File: src/sv/hsc_pkg.sv
`default_nettype none

package hsc_pkg;

  localparam int unsigned CfgIdxW = 3;
  localparam int unsigned CfgDataW = 16;
  localparam int unsigned SeqLen = 6;

  localparam logic [3:0] MaxDuty = 4'd8;
  localparam logic [7:0] SyncEdges = 8'd2;
  localparam logic [7:0] ReleaseSteps = 8'd2;

  // floor(x / 100) == (x * Recip100) >> Recip100Shift for every x below 2**20
  localparam int unsigned Recip100Shift = 26;
  localparam logic [19:0] Recip100 = 20'd671089;

  localparam logic [3:0] RunDutyRst = 4'd7;
  localparam logic [3:0] KickDutyRst = 4'd6;
  localparam logic [2:0] PhaseOffsetRst = 3'd3;
  localparam logic ReverseRst = 1'b0;
  localparam logic [15:0] TimerPeriodRst = 16'd4199;
  localparam logic [15:0] KickIntervalRst = 16'd600;
  localparam logic [7:0] KickStepLimitRst = 8'd40;

  localparam logic [2:0] OrderFwd [SeqLen] = '{3'd5, 3'd1, 3'd3, 3'd2, 3'd6, 3'd4};
  localparam logic [2:0] OrderAlt [SeqLen] = '{3'd5, 3'd4, 3'd6, 3'd2, 3'd3, 3'd1};

  typedef enum logic [CfgIdxW-1:0] {
    CFG_RUN_DUTY,
    CFG_KICK_DUTY,
    CFG_PHASE_OFFSET,
    CFG_REVERSE,
    CFG_TIMER_PERIOD,
    CFG_KICK_INTERVAL,
    CFG_KICK_STEP_LIMIT
  } cfg_idx_e;

  typedef enum logic [1:0] {
    KIND_TICK,
    KIND_ENABLE,
    KIND_DISABLE
  } kind_e;

  typedef enum logic [1:0] {
    MODE_OFF,
    MODE_LOW,
    MODE_PWM
  } mode_e;

  typedef struct packed {
    mode_e u;
    mode_e v;
    mode_e w;
  } modes_t;

  typedef struct packed {
    logic [3:0]  run_duty;
    logic [3:0]  kick_duty;
    logic [2:0]  phase_offset;
    logic        reverse;
    logic [15:0] kick_interval;
    logic [7:0]  kick_step_limit;
    logic [15:0] pulse_run;
    logic [15:0] pulse_kick;
  } cfg_t;

  // period * duty by shift and add (duty is at most 8), then a constant
  // reciprocal multiply for the division by 100.
  function automatic logic [15:0] scale_pulse(logic [15:0] period, logic [3:0] duty);
    logic [19:0] prod;
    logic [39:0] full;
    prod = 20'd0;
    for (int k = 0; k < 4; k++) begin
      if (duty[k]) begin
        prod = prod + (20'(period) << k);
      end
    end
    full = 40'(prod) * 40'(Recip100);
    return 16'(full >> Recip100Shift);
  endfunction

  localparam logic [15:0] PulseRunRst = scale_pulse(TimerPeriodRst, RunDutyRst);
  localparam logic [15:0] PulseKickRst = scale_pulse(TimerPeriodRst, KickDutyRst);

  function automatic logic [2:0] order_code(logic rev, logic [2:0] idx);
    return rev ? OrderFwd[idx] : OrderAlt[idx];
  endfunction

  function automatic logic [2:0] position_of(logic rev, logic [2:0] code);
    logic [2:0] pos;
    pos = 3'd0;
    for (int i = 0; i < SeqLen; i++) begin
      if (order_code(rev, 3'(i)) == code) begin
        pos = 3'(i);
      end
    end
    return pos;
  endfunction

  function automatic logic code_invalid(logic [2:0] code);
    return (code == 3'd0) || (code == 3'd7);
  endfunction

  function automatic logic [2:0] remap(logic rev, logic [2:0] offset, logic [2:0] code);
    logic [3:0] sum;
    sum = {1'b0, position_of(rev, code)} + {1'b0, offset};
    if (sum >= 4'(SeqLen)) begin
      sum = sum - 4'(SeqLen);
    end
    return code_invalid(code) ? code : order_code(rev, sum[2:0]);
  endfunction

  function automatic modes_t drive_modes(logic [2:0] code);
    modes_t m;
    unique case (code)
      3'd1: m = '{u: MODE_PWM, v: MODE_OFF, w: MODE_LOW};
      3'd2: m = '{u: MODE_LOW, v: MODE_PWM, w: MODE_OFF};
      3'd3: m = '{u: MODE_OFF, v: MODE_PWM, w: MODE_LOW};
      3'd4: m = '{u: MODE_LOW, v: MODE_OFF, w: MODE_PWM};
      3'd5: m = '{u: MODE_PWM, v: MODE_LOW, w: MODE_OFF};
      3'd6: m = '{u: MODE_OFF, v: MODE_LOW, w: MODE_PWM};
      default: m = '{u: MODE_OFF, v: MODE_OFF, w: MODE_OFF};
    endcase
    return m;
  endfunction

endpackage

`default_nettype wire

File: src/sv/hall_six_step_commutator.sv
// Six-step commutator driven by Hall sensor codes.
// Input channel (in_valid_i / in_ready_o) carries one item per control event:
// a tick, an enable or a disable request, each with the raw Hall code.
// Output channel (out_valid_o / out_ready_i) returns exactly one result item
// per input item: the three phase modes, the PWM compare value, the bridge
// enable, fault, sector, kick status, counters and the run flag.
// Each result is registered before it is offered, and the block takes one item
// every cycle while in_ready_o is high; the whole step is a single pass of
// lookup and compare logic from the state register back into it.
// A two-entry result buffer sits on the output: while the receiver stalls,
// one more item is accepted and then in_ready_o drops until a result leaves.
// Configuration writes (cfg_we_i, cfg_idx_i, cfg_wdata_i) take effect at the
// clock edge; the duty-scaled compare values are computed at that write.
// Reset loads the default register values, turns the drive and bridge off,
// clears the counters and empties the result buffer.

`default_nettype none

module hall_six_step_commutator
  import hsc_pkg::*;
(
  input  wire logic                clk_i,
  input  wire logic                rst_ni,
  input  wire logic                in_valid_i,
  output      logic                in_ready_o,
  input  wire logic [1:0]          kind_i,
  input  wire logic [2:0]          hall_code_i,
  output      logic                out_valid_o,
  input  wire logic                out_ready_i,
  output      logic [1:0]          mode_u_o,
  output      logic [1:0]          mode_v_o,
  output      logic [1:0]          mode_w_o,
  output      logic [15:0]         pulse_width_o,
  output      logic                outputs_on_o,
  output      logic                hall_fault_o,
  output      logic [2:0]          sector_o,
  output      logic                kicking_o,
  output      logic [31:0]         edge_total_o,
  output      logic [31:0]         tick_total_o,
  output      logic                running_o,
  input  wire logic                cfg_we_i,
  input  wire logic [CfgIdxW-1:0]  cfg_idx_i,
  input  wire logic [CfgDataW-1:0] cfg_wdata_i
);

  localparam logic [3:0] PrevNone = 4'd8;

  typedef struct packed {
    logic        run;
    logic        kick;
    logic        rel_pend;
    logic        bridge;
    logic        fault;
    logic [3:0]  prev;
    logic [2:0]  kpos;
    logic [15:0] kdiv;
    logic [7:0]  ksteps;
    logic [7:0]  kedges;
    modes_t      modes;
    logic [15:0] pulse;
    logic [2:0]  sector;
    logic [31:0] edges;
    logic [31:0] ticks;
  } st_t;

  typedef struct packed {
    modes_t      modes;
    logic [15:0] pulse;
    logic        bridge;
    logic        fault;
    logic [2:0]  sector;
    logic        kick;
    logic [31:0] edges;
    logic [31:0] ticks;
    logic        run;
  } res_t;

  cfg_t cfg;

  hsc_cfg u_cfg (
    .clk_i      (clk_i),
    .rst_ni     (rst_ni),
    .cfg_we_i   (cfg_we_i),
    .cfg_idx_i  (cfg_idx_i),
    .cfg_wdata_i(cfg_wdata_i),
    .cfg_o      (cfg)
  );

  function automatic st_t commutate(st_t s, logic [2:0] code, cfg_t c);
    st_t r;
    r = s;
    if (code_invalid(code)) begin
      r.fault = 1'b1;
    end else begin
      r.modes = drive_modes(code);
      r.pulse = s.kick ? c.pulse_kick : c.pulse_run;
      r.fault = 1'b0;
      r.sector = position_of(c.reverse, code);
    end
    return r;
  endfunction

  function automatic st_t release_drive(st_t s, logic [2:0] hall, cfg_t c);
    st_t r;
    r = s;
    if (s.rel_pend) begin
      r.rel_pend = 1'b0;
      r.bridge = 1'b1;
      r = commutate(r, remap(c.reverse, c.phase_offset, hall), c);
    end
    return r;
  endfunction

  st_t  st_q, st_d;
  logic accept;
  logic edge_seen;
  res_t res_d;

  logic out_valid_q, skid_valid_q;
  res_t out_q, skid_q;
  logic pop;

  assign accept = in_valid_i && in_ready_o;
  assign pop = out_valid_q && out_ready_i;
  assign in_ready_o = !skid_valid_q;

  always_comb begin
    st_d = st_q;
    edge_seen = 1'b0;
    if (accept) begin
      unique case (kind_e'(kind_i))
        KIND_ENABLE: begin
          st_d.rel_pend = 1'b1;
          st_d.bridge = 1'b0;
          st_d.modes = '{u: MODE_OFF, v: MODE_OFF, w: MODE_OFF};
          st_d.run = 1'b1;
          st_d.edges = '0;
          st_d.ticks = '0;
          st_d.kick = 1'b1;
          st_d.kpos = position_of(cfg.reverse, hall_code_i);
          st_d.kdiv = '0;
          st_d.ksteps = '0;
          st_d.kedges = '0;
          st_d.prev = {1'b0, hall_code_i};
          st_d = commutate(st_d, remap(cfg.reverse, cfg.phase_offset, hall_code_i), cfg);
        end
        KIND_DISABLE: begin
          st_d.run = 1'b0;
          st_d.kick = 1'b0;
          st_d.rel_pend = 1'b0;
          st_d.bridge = 1'b0;
          st_d.modes = '{u: MODE_OFF, v: MODE_OFF, w: MODE_OFF};
        end
        KIND_TICK: begin
          if (st_q.run) begin
            if ({1'b0, hall_code_i} != st_q.prev) begin
              st_d.edges = st_q.edges + 32'd1;
              if (st_q.kick && st_q.kedges != 8'hFF) begin
                st_d.kedges = st_q.kedges + 8'd1;
              end
              st_d.prev = {1'b0, hall_code_i};
              edge_seen = 1'b1;
            end
            if (st_q.kick) begin
              st_d.kdiv = st_q.kdiv + 16'd1;
              if (st_d.kdiv >= cfg.kick_interval) begin
                // Forced open-loop step to the next sequence position.
                st_d.kdiv = '0;
                st_d.kpos = (st_q.kpos == 3'(SeqLen - 1)) ? 3'd0 : st_q.kpos + 3'd1;
                if (st_q.ksteps != 8'hFF) begin
                  st_d.ksteps = st_q.ksteps + 8'd1;
                end
                st_d = commutate(st_d, remap(cfg.reverse, cfg.phase_offset,
                                             order_code(cfg.reverse, st_d.kpos)), cfg);
                if (st_d.kedges >= SyncEdges || st_d.ksteps >= cfg.kick_step_limit) begin
                  st_d.kick = 1'b0;
                  st_d = release_drive(st_d, hall_code_i, cfg);
                end
              end
              if (st_d.rel_pend &&
                  (st_d.ksteps >= ReleaseSteps || st_d.kedges != 8'd0)) begin
                st_d = release_drive(st_d, hall_code_i, cfg);
              end
            end else if (edge_seen) begin
              st_d = release_drive(st_d, hall_code_i, cfg);
              st_d = commutate(st_d, remap(cfg.reverse, cfg.phase_offset, hall_code_i),
                               cfg);
            end
            st_d.ticks = st_q.ticks + 32'd1;
          end
        end
        default: ;
      endcase
    end
    res_d = '{modes: st_d.modes, pulse: st_d.pulse, bridge: st_d.bridge,
              fault: st_d.fault, sector: st_d.sector, kick: st_d.kick,
              edges: st_d.edges, ticks: st_d.ticks, run: st_d.run};
  end

  always_ff @(posedge clk_i or negedge rst_ni) begin
    if (!rst_ni) begin
      st_q <= '{run: 1'b0, kick: 1'b0, rel_pend: 1'b0, bridge: 1'b0, fault: 1'b0,
                prev: PrevNone, kpos: 3'd0, kdiv: 16'd0, ksteps: 8'd0, kedges: 8'd0,
                modes: '{u: MODE_OFF, v: MODE_OFF, w: MODE_OFF}, pulse: 16'd0,
                sector: 3'd0, edges: 32'd0, ticks: 32'd0};
    end else begin
      st_q <= st_d;
    end
  end

  // Two-entry result buffer: the skid entry only fills while the head waits.
  always_ff @(posedge clk_i or negedge rst_ni) begin
    if (!rst_ni) begin
      out_valid_q <= 1'b0;
      skid_valid_q <= 1'b0;
    end else begin
      if (pop) begin
        if (skid_valid_q) begin
          skid_valid_q <= 1'b0;
        end else begin
          out_valid_q <= accept;
        end
      end else if (!out_valid_q) begin
        out_valid_q <= accept;
      end else if (accept) begin
        skid_valid_q <= 1'b1;
      end
    end
  end

  always_ff @(posedge clk_i) begin
    if (pop && skid_valid_q) begin
      out_q <= skid_q;
    end else if ((pop || !out_valid_q) && accept) begin
      out_q <= res_d;
    end
    if (!pop && out_valid_q && accept) begin
      skid_q <= res_d;
    end
  end

  assign out_valid_o = out_valid_q;
  assign mode_u_o = out_q.modes.u;
  assign mode_v_o = out_q.modes.v;
  assign mode_w_o = out_q.modes.w;
  assign pulse_width_o = out_q.pulse;
  assign outputs_on_o = out_q.bridge;
  assign hall_fault_o = out_q.fault;
  assign sector_o = out_q.sector;
  assign kicking_o = out_q.kick;
  assign edge_total_o = out_q.edges;
  assign tick_total_o = out_q.ticks;
  assign running_o = out_q.run;

endmodule

`default_nettype wire

File: src/sv/hsc_cfg.sv
`default_nettype none

module hsc_cfg
  import hsc_pkg::*;
(
  input  wire logic                clk_i,
  input  wire logic                rst_ni,
  input  wire logic                cfg_we_i,
  input  wire logic [CfgIdxW-1:0]  cfg_idx_i,
  input  wire logic [CfgDataW-1:0] cfg_wdata_i,
  output cfg_t                     cfg_o
);

  cfg_t        cfg_q, cfg_d;
  logic [15:0] period_q, period_d;
  logic [3:0]  duty_w;
  logic [2:0]  off_w;

  always_comb begin
    duty_w = (cfg_wdata_i[3:0] > MaxDuty) ? MaxDuty : cfg_wdata_i[3:0];
    off_w = (cfg_wdata_i[2:0] >= 3'(SeqLen)) ? cfg_wdata_i[2:0] - 3'(SeqLen)
                                              : cfg_wdata_i[2:0];
    cfg_d = cfg_q;
    period_d = period_q;
    if (cfg_we_i) begin
      // The pulse compare values are kept ready so an item never waits on them.
      unique case (cfg_idx_e'(cfg_idx_i))
        CFG_RUN_DUTY: begin
          cfg_d.run_duty = duty_w;
          cfg_d.pulse_run = scale_pulse(period_q, duty_w);
        end
        CFG_KICK_DUTY: begin
          cfg_d.kick_duty = duty_w;
          cfg_d.pulse_kick = scale_pulse(period_q, duty_w);
        end
        CFG_PHASE_OFFSET: cfg_d.phase_offset = off_w;
        CFG_REVERSE: cfg_d.reverse = cfg_wdata_i[0];
        CFG_TIMER_PERIOD: begin
          period_d = cfg_wdata_i;
          cfg_d.pulse_run = scale_pulse(cfg_wdata_i, cfg_q.run_duty);
          cfg_d.pulse_kick = scale_pulse(cfg_wdata_i, cfg_q.kick_duty);
        end
        CFG_KICK_INTERVAL: cfg_d.kick_interval = cfg_wdata_i;
        CFG_KICK_STEP_LIMIT: cfg_d.kick_step_limit = cfg_wdata_i[7:0];
        default: ;
      endcase
    end
  end

  always_ff @(posedge clk_i or negedge rst_ni) begin
    if (!rst_ni) begin
      cfg_q <= '{run_duty: RunDutyRst, kick_duty: KickDutyRst,
                 phase_offset: PhaseOffsetRst, reverse: ReverseRst,
                 kick_interval: KickIntervalRst, kick_step_limit: KickStepLimitRst,
                 pulse_run: PulseRunRst, pulse_kick: PulseKickRst};
      period_q <= TimerPeriodRst;
    end else begin
      cfg_q <= cfg_d;
      period_q <= period_d;
    end
  end

  assign cfg_o = cfg_q;

endmodule

`default_nettype wire
File: config.mk
export PLATFORM = sky130hd
export DESIGN_NAME = hall_six_step_commutator
export DESIGN_NICKNAME = d
export VERILOG_FILES = /design/src/sv/hsc_pkg.sv /design/src/sv/hall_six_step_commutator.sv /design/src/sv/hsc_cfg.sv
export SDC_FILE = /design/constraint.sdc
export NUM_CORES = 2
export LEC_CHECK = 0
export BUFFER_PORTS_ARGS = -buffer_cell sky130_fd_sc_hd__buf_2
export CAP_MARGIN = 20
export CORE_MARGIN = 1
export CORE_UTILIZATION = 30
export DETAILED_ROUTE_END_ITERATION = 8
export RECOVER_POWER = 25
export SLEW_MARGIN = 5
export SYNTH_ARGS = -nofsm -noshare
export SYNTH_HDL_FRONTEND = slang
export SYNTH_SLANG_ARGS = --single-unit
File: constraint.sdc
create_clock -name clk_i -period 31.5 [get_ports clk_i]
set_input_delay 6.3 -clock clk_i [delete_from_list [all_inputs] [get_ports clk_i]]
set_output_delay 6.3 -clock clk_i [all_outputs]
set_load 0.01 [all_outputs]
==> results.yml <==
floorplan:
  die-height_um: 408
  io_pins: 124
  rows: 148
  start_util_pct: 30.3
  coreArea_sq_um: 163000
  fp.dieW_um: 408
  die_area_sq_um: 167000
timing:
  finalHoldViolCount: 0
  max_freq_ghz: 0.0492
  finalCritPeriodShare_pct: 64.5
  final.setup.tns_ns: 0
  worst_slew_pin_slew_ns: 5.19
  relSlewSlack_pct: -246
  fin_crit_ns: 20.33
  finClkSkew_ns: 0.0190
  rsz0062_at_grt: "false"
  setup_viol: 0
  drv_slew: 322
critical_path:
  critical-path-top-delay-family: "adder cells"
  cp_common_cell: "inv_1"
  cp-start-kind: "primary input"
  crit_path_max_fanout: 35
  slowest_stage: "clkbuf_1"
  worst_setup_path_end_kind: "flip-flop"
  critPathRequiredTime_ns: 31.95
  worstPathArrival_ns: 20.78
  crit_type: "in2reg"
  path_buf_inv: 9
  max_stage_delay_ns: 1.56
layout:
  layout-drive-gt1-share_pct: 7.55
  layout_commonest_cell: "ha_1"
  layout_common_cells: "833 x ha_1, 760 x inv_1, 465 x nand2_1, 440 x fa_1, 303 x nor2_1"
  fin_cells: 7463
  fillCellCount: 16800
  nets: 6552
  area_delta_synth_final_pct: 9.26
  fin_area_sq_um: 54100
status:
  status: "finished with violations"
  failed_checks: "max-capacitance violations, max-slew violations"
cts:
  clock_latency_ns: 0.60
  cts_buffers: 45
  htreeDepth: 2
  cts_tree: "built"
  clkTransAtPathRegs_ns: 0.06
  cts_num_sinks: 401
  root_buffer: "clkbuf_16"
  ctsResizeCount: 0
  cts_buffer_depth: 3
  hold_buffers: 0
  post_cts_buffers: 0
min_path:
  hp-class: "reg2reg"
logic_synthesis:
  seq_area_frac_synth_pct: 22.2
  syn_area_sq_um: 49500
  ys_top_cells_by_area: "ha_1 21%, fa_1 18%, edfxtp_1 11%, dfrtp_1 9.3%, inv_1 5.8%"
  synth.top_cell.area_share_pct: 21.1
  synth-edff-count: 186
  yosys.area.top_type: "ha_1"
  synthFlopType: "edfxtp_1"
  syn_inst: 5183
  synth-seq-cells: 401
  async_flop_share_pct: 53.6
  syn_area_per_cell_sq_um: 9.55
  synth_cell_types: 92
  yosysWarnings: 0
  synthesis.nets: 6485
grt:
  grt_pass1_wl_mm: 214
  overflow: 0
  antenna_found_initial: 10
  grtUsageTotal_pct: 15.9
  grt_max_degree: 103
  first_global_vias: 38200
route:
  first_pass_iters: 5
  num_vias: 37400
  drtAntennaViolNets: 0
  routed_wl_mm: 134
  vias_per_cell: 5.01
  drc_errors: 0
  avgRoutedWirePerCell_um: 17.9
  drt_iter0_drc: 2551
placement:
  dp_hpwl_mm: 107
  post_dp_cell_area_sq_um: 52600
  place_congestion: 0.903
  dp_cells: 7376
  port_buffers: 123
run:
  drv_cap: 6
-- through the flow --
step | hold WS, ns | utilization, % | worst slack, ns
finish | 0.498 | 33.1 | 11.17
global route | 0.530 | 33.1 | 10.36
CTS | 0.497 | 33.1 | 12.63
detailed placement | 0.489 | 32.2 | 12.03
global placement | 0.486 | 32.2 | 12.18
floorplan | 0.450 | - | 14.05
-- synth_stat cells, types with 14 or more instances --
cell type  instances
dfstp_2           31
ha_1             833
nor4_1            15
nand4_1           29
nand2b_1          25
and3_1            64
clkbuf_1         117
and4_1            14
or2_2             14
a221oi_1          23
fa_1             440
o21ai_0          221
and2_1            51
or3_1             33
nor2_1           305
a211oi_1          31
a21oi_1          217
nand2_1          465
nor3_1            81
inv_1            760
mux2i_1           50
xnor2_1          145
a31oi_1           49
a22o_1            22
xor2_1            93
o211ai_1          18
dfrtp_1          184
o31ai_1           67
a311oi_1          17
nand3_1           94
a21o_1            97
nor2b_1           36
o22ai_1           15
mux2_2            89
o21a_1            33
edfxtp_1         186
-- flip-flops by register name, indices dropped and copies added, names as in the netlist, 2 cells and up --
signal          count
u_cfg.cfg_o        64
mode_w_o            2
sector_o            3
edge_total_o       32
mode_v_o            2
mode_u_o            2
u_cfg.period_q     16
skid_q             93
tick_total_o       32
st_q              133
pulse_width_o      16
-- path summary, 6_finish.rpt --
path | from | endpoint | slack [ns] | cells past startpoint
setup / recovery | cfg_wdata_i[3] | u_cfg.cfg_o[23]$_DFFE_PN0P_ | 11.17 | 48
hold / removal | u_cfg.cfg_o[43]$_DFFE_PN1P_ | u_cfg.cfg_o[43]$_DFFE_PN1P_ | 0.50 | 2
setup reg to reg | u_cfg.period_q[1]$_DFFE_PN1P_ | u_cfg.cfg_o[23]$_DFFE_PN0P_ | 18.59 | 46
hold reg to reg | u_cfg.cfg_o[43]$_DFFE_PN1P_ | u_cfg.cfg_o[43]$_DFFE_PN1P_ | 0.50 | 2
max in group asynchronous | rst_ni | st_q[125]$_DFFE_PN0P_ | 18.59 | 2
min in group asynchronous | rst_ni | st_q[8]$_DFF_PN0_ | 7.60 | 1
-- per-layer routing --
layer | vias up | global-route usage, % | wire length [um]
met5 | - | 0 | 34
met1 | 18300 | 22.0 | 63000
met2 | 872 | 26.7 | 62200
met3 | 146 | 1.88 | 6220
li1 | 18000 | - | -
met4 | 6 | 3.12 | 2040
-- worst register-to-register path: cells and delay by family, from the launching register on --
| family | cells | cell delay [ns] |
|---|---|---|
| buffers and inverters | 6 | 0.69 |
| xor gates and xnor gates | 2 | 0.46 |
| and+or+nand+nor | 8 | 1.15 |
| DFF | 1 | 0.42 |
| adders and majority gates | 12 | 5.16 |
| AOI/OAI and AO/OA | 18 | 4.89 |
-- final cells by class --
cell class	count	area, sq um	share of cell area [%]
antenna	1	2.50	0.00463
clock inverter	24	249	0.461
timing repair buffer	158	857	1.59
sequential	401	11000	20.4
tap	2175	2720	5.03
inverter	761	2860	5.28
multi-input combinational	3883	35100	65.0
clock buffer	60	1240	2.30
-- kinds of logic after synthesis --
kind of cell,Yosys count,synth area share (%)
flops,401,22.2
compound gates,964,12.8
xor+xnor,238,4.21
mux,139,3.04
buf+inv,899,6.85
simple gates,1268,11.9
fa+ha+maj,1274,38.9
Power is left out: the tool's default activity adds up to more than one toggle a clock period on the data nets, which glitch-free logic cannot reach.
